===== src/rtl/mqim_pkg.sv =====
// ----------------------------------------------------------------------------
// mqim_pkg
// Shared sizes, codes and types of the multi-queue id manager.
// ----------------------------------------------------------------------------
package mqim_pkg;

	// storage shape
	localparam int NUM_QUEUES  = 3;
	localparam int QUEUE_DEPTH = 64;
	localparam int ID_BITS     = 22;

	// fixed field widths of the channels
	localparam int OP_W    = 2;
	localparam int IDENT_W = 22;
	localparam int QSEL_W  = 2;
	localparam int STAT_W  = 2;
	localparam int POS_W   = 6;
	localparam int LEN_W   = 7;

	// derived internal widths
	localparam int QIDX_W = (NUM_QUEUES > 1) ? $clog2(NUM_QUEUES) : 1;
	localparam int CNT_W  = $clog2(QUEUE_DEPTH + 1);
	localparam int PIDX_W = $clog2(QUEUE_DEPTH);

	// operation codes
	localparam logic [OP_W-1:0] OP_ENQ  = 2'd0;
	localparam logic [OP_W-1:0] OP_REM  = 2'd1;
	localparam logic [OP_W-1:0] OP_FIND = 2'd2;

	// status codes
	localparam logic [STAT_W-1:0] STAT_OK      = 2'd0;
	localparam logic [STAT_W-1:0] STAT_FULL    = 2'd1;
	localparam logic [STAT_W-1:0] STAT_MISSING = 2'd2;
	localparam logic [STAT_W-1:0] STAT_BADQ    = 2'd3;

	// per-cell command from the controller
	typedef struct packed {
		logic [QIDX_W-1:0]  q;
		logic [ID_BITS-1:0] id;
		logic               load;
		logic               shift;
	} mqim_cell_cmd_t;

endpackage


===== src/rtl/mqim_cell.sv =====
// ----------------------------------------------------------------------------
// mqim_cell
// One slot position of every queue: stores, compares and shifts toward head.
// ----------------------------------------------------------------------------
module mqim_cell import mqim_pkg::*; (
	input  logic               clk,
	input  mqim_cell_cmd_t     cmd,
	input  logic [ID_BITS-1:0] nb_data,
	output logic [ID_BITS-1:0] data,
	output logic               match
);

	logic [ID_BITS-1:0] slot_q [NUM_QUEUES];

	// slot of the selected queue goes to the left neighbor
	assign data  = slot_q[cmd.q];
	assign match = (slot_q[cmd.q] == cmd.id);

	always_ff @(posedge clk) begin
		if (cmd.load) begin
			slot_q[cmd.q] <= cmd.id;
		end else if (cmd.shift) begin
			slot_q[cmd.q] <= nb_data;
		end
	end

endmodule


===== config.mk =====
export PLATFORM = sky130hd
export DESIGN_NAME = mqim_cell
export DESIGN_NICKNAME = d
export VERILOG_FILES = /design/src/rtl/mqim_pkg.sv /design/src/rtl/mqim_cell.sv
export SDC_FILE = /design/constraint.sdc
export NUM_CORES = 1
export LEC_CHECK = 0
export ABC_AREA = 0
export ABC_CLOCK_PERIOD_IN_PS = 4600
export BUFFER_PORTS_ARGS = -buffer_cell sky130_fd_sc_hd__buf_2
export CAP_MARGIN = 20
export CORE_MARGIN = 3
export CORE_UTILIZATION = 27
export CTS_CLUSTER_DIAMETER = 150
export DETAILED_ROUTE_END_ITERATION = 8
export GPL_ROUTABILITY_DRIVEN = 0
export HOLD_SLACK_MARGIN = 0.02
export RECOVER_POWER = 25
export SLEW_MARGIN = 10
export SYNTH_ARGS = -nofsm -noshare
export SYNTH_HDL_FRONTEND = slang
export SYNTH_SLANG_ARGS = --single-unit

===== constraint.sdc =====
create_clock -name clk -period 4.6 [get_ports clk]
set_input_delay 0.46 -clock clk [delete_from_list [all_inputs] [get_ports clk]]
set_output_delay 0.46 -clock clk [all_outputs]
set_load 0.03 [all_outputs]

Word level (Yosys, flattened, before mapping)
Memory sizes are Yosys's and may differ from the RTL's.
Cells that the tools add are included.
{"block": "op_classes", "n_eq_ne": 1, "bitwise_logic": 1, "muxes": 6}
{"operator": "22-bit == test", "n": 1}
{"operator": "22-bit two-way mux", "n": 1}
{"operator": "1-bit two-way mux", "n": 5}
{"operator": "1-bit bitwise OR", "n": 1}
{"block": "totals", "mem_bits_rw": 66, "in_bits": 49, "word_cells": 9, "memories": 1, "register_bits": 0, "output_inout_bits": 23}
{"name": "slot_q", "depth": 3, "width": 22, "read_ports": 1, "rd_ports_with_merged_regs": 0, "write_ports": 1, "line": "mqim_cell.sv:13", "rtl": "logic [ID_BITS-1:0] slot_q [NUM_QUEUES];"}

Logic depth before layout (Yosys ltp)
{"block": "depth", "depth_word": 4, "ltp_mapped": 8, "mapped_depth_nobuf": 5}

Least setup slack after synthesis
No wires, ideal clock.
{"block": "synth_timing", "path_kind": "in2reg", "start": "input port cmd[25] (netlist bit)", "end": "memory slot_q[1][0], enable pin", "t_arrival_ns": 2.802, "n_path_buf": 4, "setup_time_ns": 0.433, "path_stages": 5, "required_ns": 4.167, "slack_ns": 1.364, "cell_sequence": "buf_4 -> buf_2 -> buf_2 -> clkbuf_1 -> nor3b_1"}
{"element": "start, declared", "line": "mqim_cell.sv:7", "rtl": "input mqim_cell_cmd_t cmd,"}
{"element": "end, declared", "line": "mqim_cell.sv:13"}
Straight into the memory's write port.

Worst setup path after layout
{"block": "layout_timing", "start": "input port cmd[25] (netlist bit)", "end": "output port match"}
{"block": "layout_via", "elab_chain_len": 2}
{"element": "memory read 3 x 22 bit"}
{"element": "22-bit == test", "line": "mqim_cell.sv:17", "rtl": "assign match = (slot_q[cmd.q] == cmd.id);"}
{"element": "end, declared", "line": "mqim_cell.sv:10", "rtl": "output logic match"}
Every way passes these cells.

==> results.txt <==
The run finished with clean final reports. The clock sink total is 66, and the power per cell area is 422.4 nW/µm². The netlist area before placement is 3208 µm². A synthesized cell averages 13.89 µm². The yosys synthesis warning count was 0; the ratio of routed vias to standard cells was 4.653. The share of the cycle needed by the critical path after routing works out to 69.70%. Setup violations remaining at the end of the flow were counted as 0. The count of unique library cells instantiated by Yosys is 25, and the HPWL reported at the end of detailed placement is 4997 µm. Once the floorplan was initialized, standard cells occupied 27.86% of the core.

In this run the most critical hold path is launched from nb_data[3]. At the worst endpoint, the required time is 4.14 ns. Post-CTS setup buffer count: 0.

In the final layout, the registers with the most flip-flops are slot_q: 66 flops. Static timing analysis puts the maximum clock frequency at 311.9 MHz. Endpoint with the worst hold slack: slot_q[1][3]. The horizontal extent of the die was 115.0 µm; the total power of the final layout was 1.706 mW. The global-route wire length before repair was 10,510 µm; the worst IR drop on VDD was 0.0001829 V. Counting tap cells, the placed design contains a total of 436 instances. The flip-flop count of the largest register, all copies and words added is 66, and the final-report hold violation count is 0. After the first detailed-routing iteration, the DRC count stood at 98. The register with the most flip-flops in the final layout is slot_q.

The number of global-route vias before repair came out at 2,034. The post-route antenna net violation count is 0, and the first-pass iteration count of the detailed router is 4. The post-synth net total came out at 280. After technology mapping, the gate count stands at 231. The final antenna diode count was 0.

The top fanout value on the critical path was 71. The logs give 0 for the number of remaining DRC errors and 0 for the number of gates given a new drive strength after cts. For the final total negative setup slack, the log shows 0 ns. The slew of the pin with the lowest slew margin was 1.430 ns; the number of top-level design ports was 72. The number of maximum-capacitance constraint violations is 0, and the number of hold-repair buffers added at the cts stage is 0.

TritonCTS built the clock tree. The leakage power total is 1.557 nW, and the largest net degree at the start of global routing is 72. Compared with the post-synthesis result, the final layout area differs by 25.90%. STA classifies the critical path startpoint as an input pin. The worst hold path cell count was 2; the arrival time at the worst endpoint was 2.75 ns.

The final wirelength was 7032 µm; the detailed-route via count was 2,108. The net count of the finished layout is 354. Clock-pin slew was measured on the worst setup and hold paths at 0.05 ns. The worst setup path is of the in2out kind.

The H-tree generated during clock tree synthesis spans 3 levels. Global routing used 10.75% of the available tracks. Clock tree synthesis selected as its root buffer the cell sky130_fd_sc_hd__clkbuf_16. Row generation in the floorplan step produced 39 rows. The run gives 11,520 µm² as the core footprint. For the total CTS buffers, the log shows 9. The count of cells in the finished layout, fillers not included, comes to 453.

Setup repair after global routing left no endpoint under its margin. The die covers 13,230 µm². The proportion of layout cells with a drive suffix above 1 was 33.55%; the maximum buffer depth of the clock tree was 2.

The number of antenna violations at the first check in global routing is 0, and the global-route congestion overflow total is 0. The tools report the max-slew violation total from the final report as 0. The type of the worst min-delay path was in2reg. The number of buffer cells added on primary ports was 71. The run gives 4.674% as the headroom to the max-slew limit.

From bottom edge to top edge, the die measures 115.0 µm. Synthesis inferred 66 register bits. Dividing the detail-routed wire length by the instance count gives 15.52 µm. The final critical path time including I/O delays and setup was 3.206 ns. Part of the Yosys area used for sequential elements: 61.78%.

The worst setup path is captured at a primary output.
[metal layers]
layer / global-route usage, % / vias to the layer above / share of wire [%]
li1: - / 1042 / -
met1: 13.91 / 990 / 45
met2: 16.82 / 72 / 46
met3: 3.211 / 4 / 7.6
met4: 4.460 / 0 / 1.3
met5: 0 / - / 0
[cell type report]
class,count,area (µm²)
Clock buffer,9,225.2
Clock inverter,7,116.4
Fill cell,1108,7477
Inverter,1,3.754
Multi-Input combinational cell,150,1136
Sequential cell,66,1982
Tap cell,143,178.9
Timing Repair Buffer,77,396.6
[synth_stat cells]
library cell | count | area (µm²)
sky130_fd_sc_hd__o21ai_1 | 10 | 50.05
sky130_fd_sc_hd__buf_12 | 1 | 20.02
sky130_fd_sc_hd__nor3_1 | 2 | 10.01
sky130_fd_sc_hd__nand2b_1 | 1 | 6.260
sky130_fd_sc_hd__clkbuf_1 | 2 | 7.510
sky130_fd_sc_hd__o21ai_0 | 12 | 60.06
sky130_fd_sc_hd__nor3b_1 | 1 | 7.510
sky130_fd_sc_hd__nand2_1 | 22 | 82.58
sky130_fd_sc_hd__nor2_1 | 1 | 3.750
sky130_fd_sc_hd__buf_4 | 1 | 7.510
sky130_fd_sc_hd__o211ai_1 | 12 | 90.09
sky130_fd_sc_hd__mux2i_2 | 1 | 13.76
sky130_fd_sc_hd__buf_6 | 3 | 33.78
sky130_fd_sc_hd__nand4_1 | 6 | 37.54
sky130_fd_sc_hd__mux2i_1 | 21 | 210.2
sky130_fd_sc_hd__nor4_1 | 4 | 25.02
sky130_fd_sc_hd__a211o_1 | 12 | 105.1
sky130_fd_sc_hd__nor2b_1 | 12 | 75.07
sky130_fd_sc_hd__buf_2 | 5 | 25.02
sky130_fd_sc_hd__buf_1 | 2 | 7.510
sky130_fd_sc_hd__mux2_2 | 22 | 247.7
sky130_fd_sc_hd__edfxtp_1 | 66 | 1982
sky130_fd_sc_hd__and4_1 | 1 | 8.760
sky130_fd_sc_hd__inv_1 | 1 | 3.750
sky130_fd_sc_hd__xor2_1 | 10 | 87.58
[how the worst max path moves through the flow]
stage / startpoint / endpoint / slack [ns] / cells past startpoint
2_1_floorplan: cmd[25] / slot_q[1][0] / 1.36 / 5
3_3_place_gp: cmd[25] / match / 1.33 / 7
3_5_place_dp: cmd[25] / match / 1.32 / 7
4_1_cts: cmd[25] / match / 1.32 / 7
5_1_grt: cmd[25] / match / 1.08 / 7
6_report: cmd[25] / match / 1.39 / 7
[per-stage QoR]
stage / utilization, % / hold WS, ns / worst slack [ns] / cell area (µm²)
2_1_floorplan: - / 0.7054 / 1.364 / 3208
6_report: 35.07 / 0.4720 / 1.394 / 4039
4_1_cts: 35.04 / 0.4560 / 1.321 / 4035
5_1_grt: 35.07 / 0.4733 / 1.082 / 4039
3_3_place_gp: 32.07 / 0.7977 / 1.329 / 3694
3_5_place_dp: 32.07 / 0.7960 / 1.318 / 3694
[cell families (layout without fill, tap and decap cells)]
kind of cell	Yosys count	count (layout)	share of synthesized area, %
simple gates	50	50	7.995
xor+xnor	10	10	2.730
flops	66	66	61.78
compound gates	46	46	9.517
mux	44	44	14.70
buf+inv	15	94	3.276
[critical path, cell delays in order]
cell,delay (ns)
sky130_fd_sc_hd__buf_2,0.79
sky130_fd_sc_hd__inv_1,0.53
sky130_fd_sc_hd__a211o_1,0.38
sky130_fd_sc_hd__nand4_1,0.11
sky130_fd_sc_hd__nor4_1,0.09
sky130_fd_sc_hd__and4_1,0.20
sky130_fd_sc_hd__buf_2,0.17
[cell usage in the layout (no fill, tap or decap), types with 2 or more instances in the layout]
cell type	count
sky130_fd_sc_hd__buf_2	71
sky130_fd_sc_hd__nand4_1	6
sky130_fd_sc_hd__nand2_1	22
sky130_fd_sc_hd__o21ai_0	12
sky130_fd_sc_hd__mux2i_1	21
sky130_fd_sc_hd__o211ai_1	12
sky130_fd_sc_hd__edfxtp_1	66
sky130_fd_sc_hd__bufinv_16	3
sky130_fd_sc_hd__a211o_1	12
sky130_fd_sc_hd__nor2b_1	12
sky130_fd_sc_hd__o21ai_1	10
sky130_fd_sc_hd__nor3_2	2
sky130_fd_sc_hd__clkbuf_16	9
sky130_fd_sc_hd__buf_4	5
sky130_fd_sc_hd__xor2_1	10
sky130_fd_sc_hd__mux2_1	13
sky130_fd_sc_hd__nor4_1	4
sky130_fd_sc_hd__mux2_2	9
[power by group]
part / total [mW] / internal, mW / switching, mW
Combinational: 0.221 / 0.0798 / 0.141
Sequential: 0.725 / 0.714 / 0.0115
Clock: 0.760 / 0.528 / 0.232
Total: 1.71 / 1.32 / 0.384
Power figures use the tool's default switching activity.
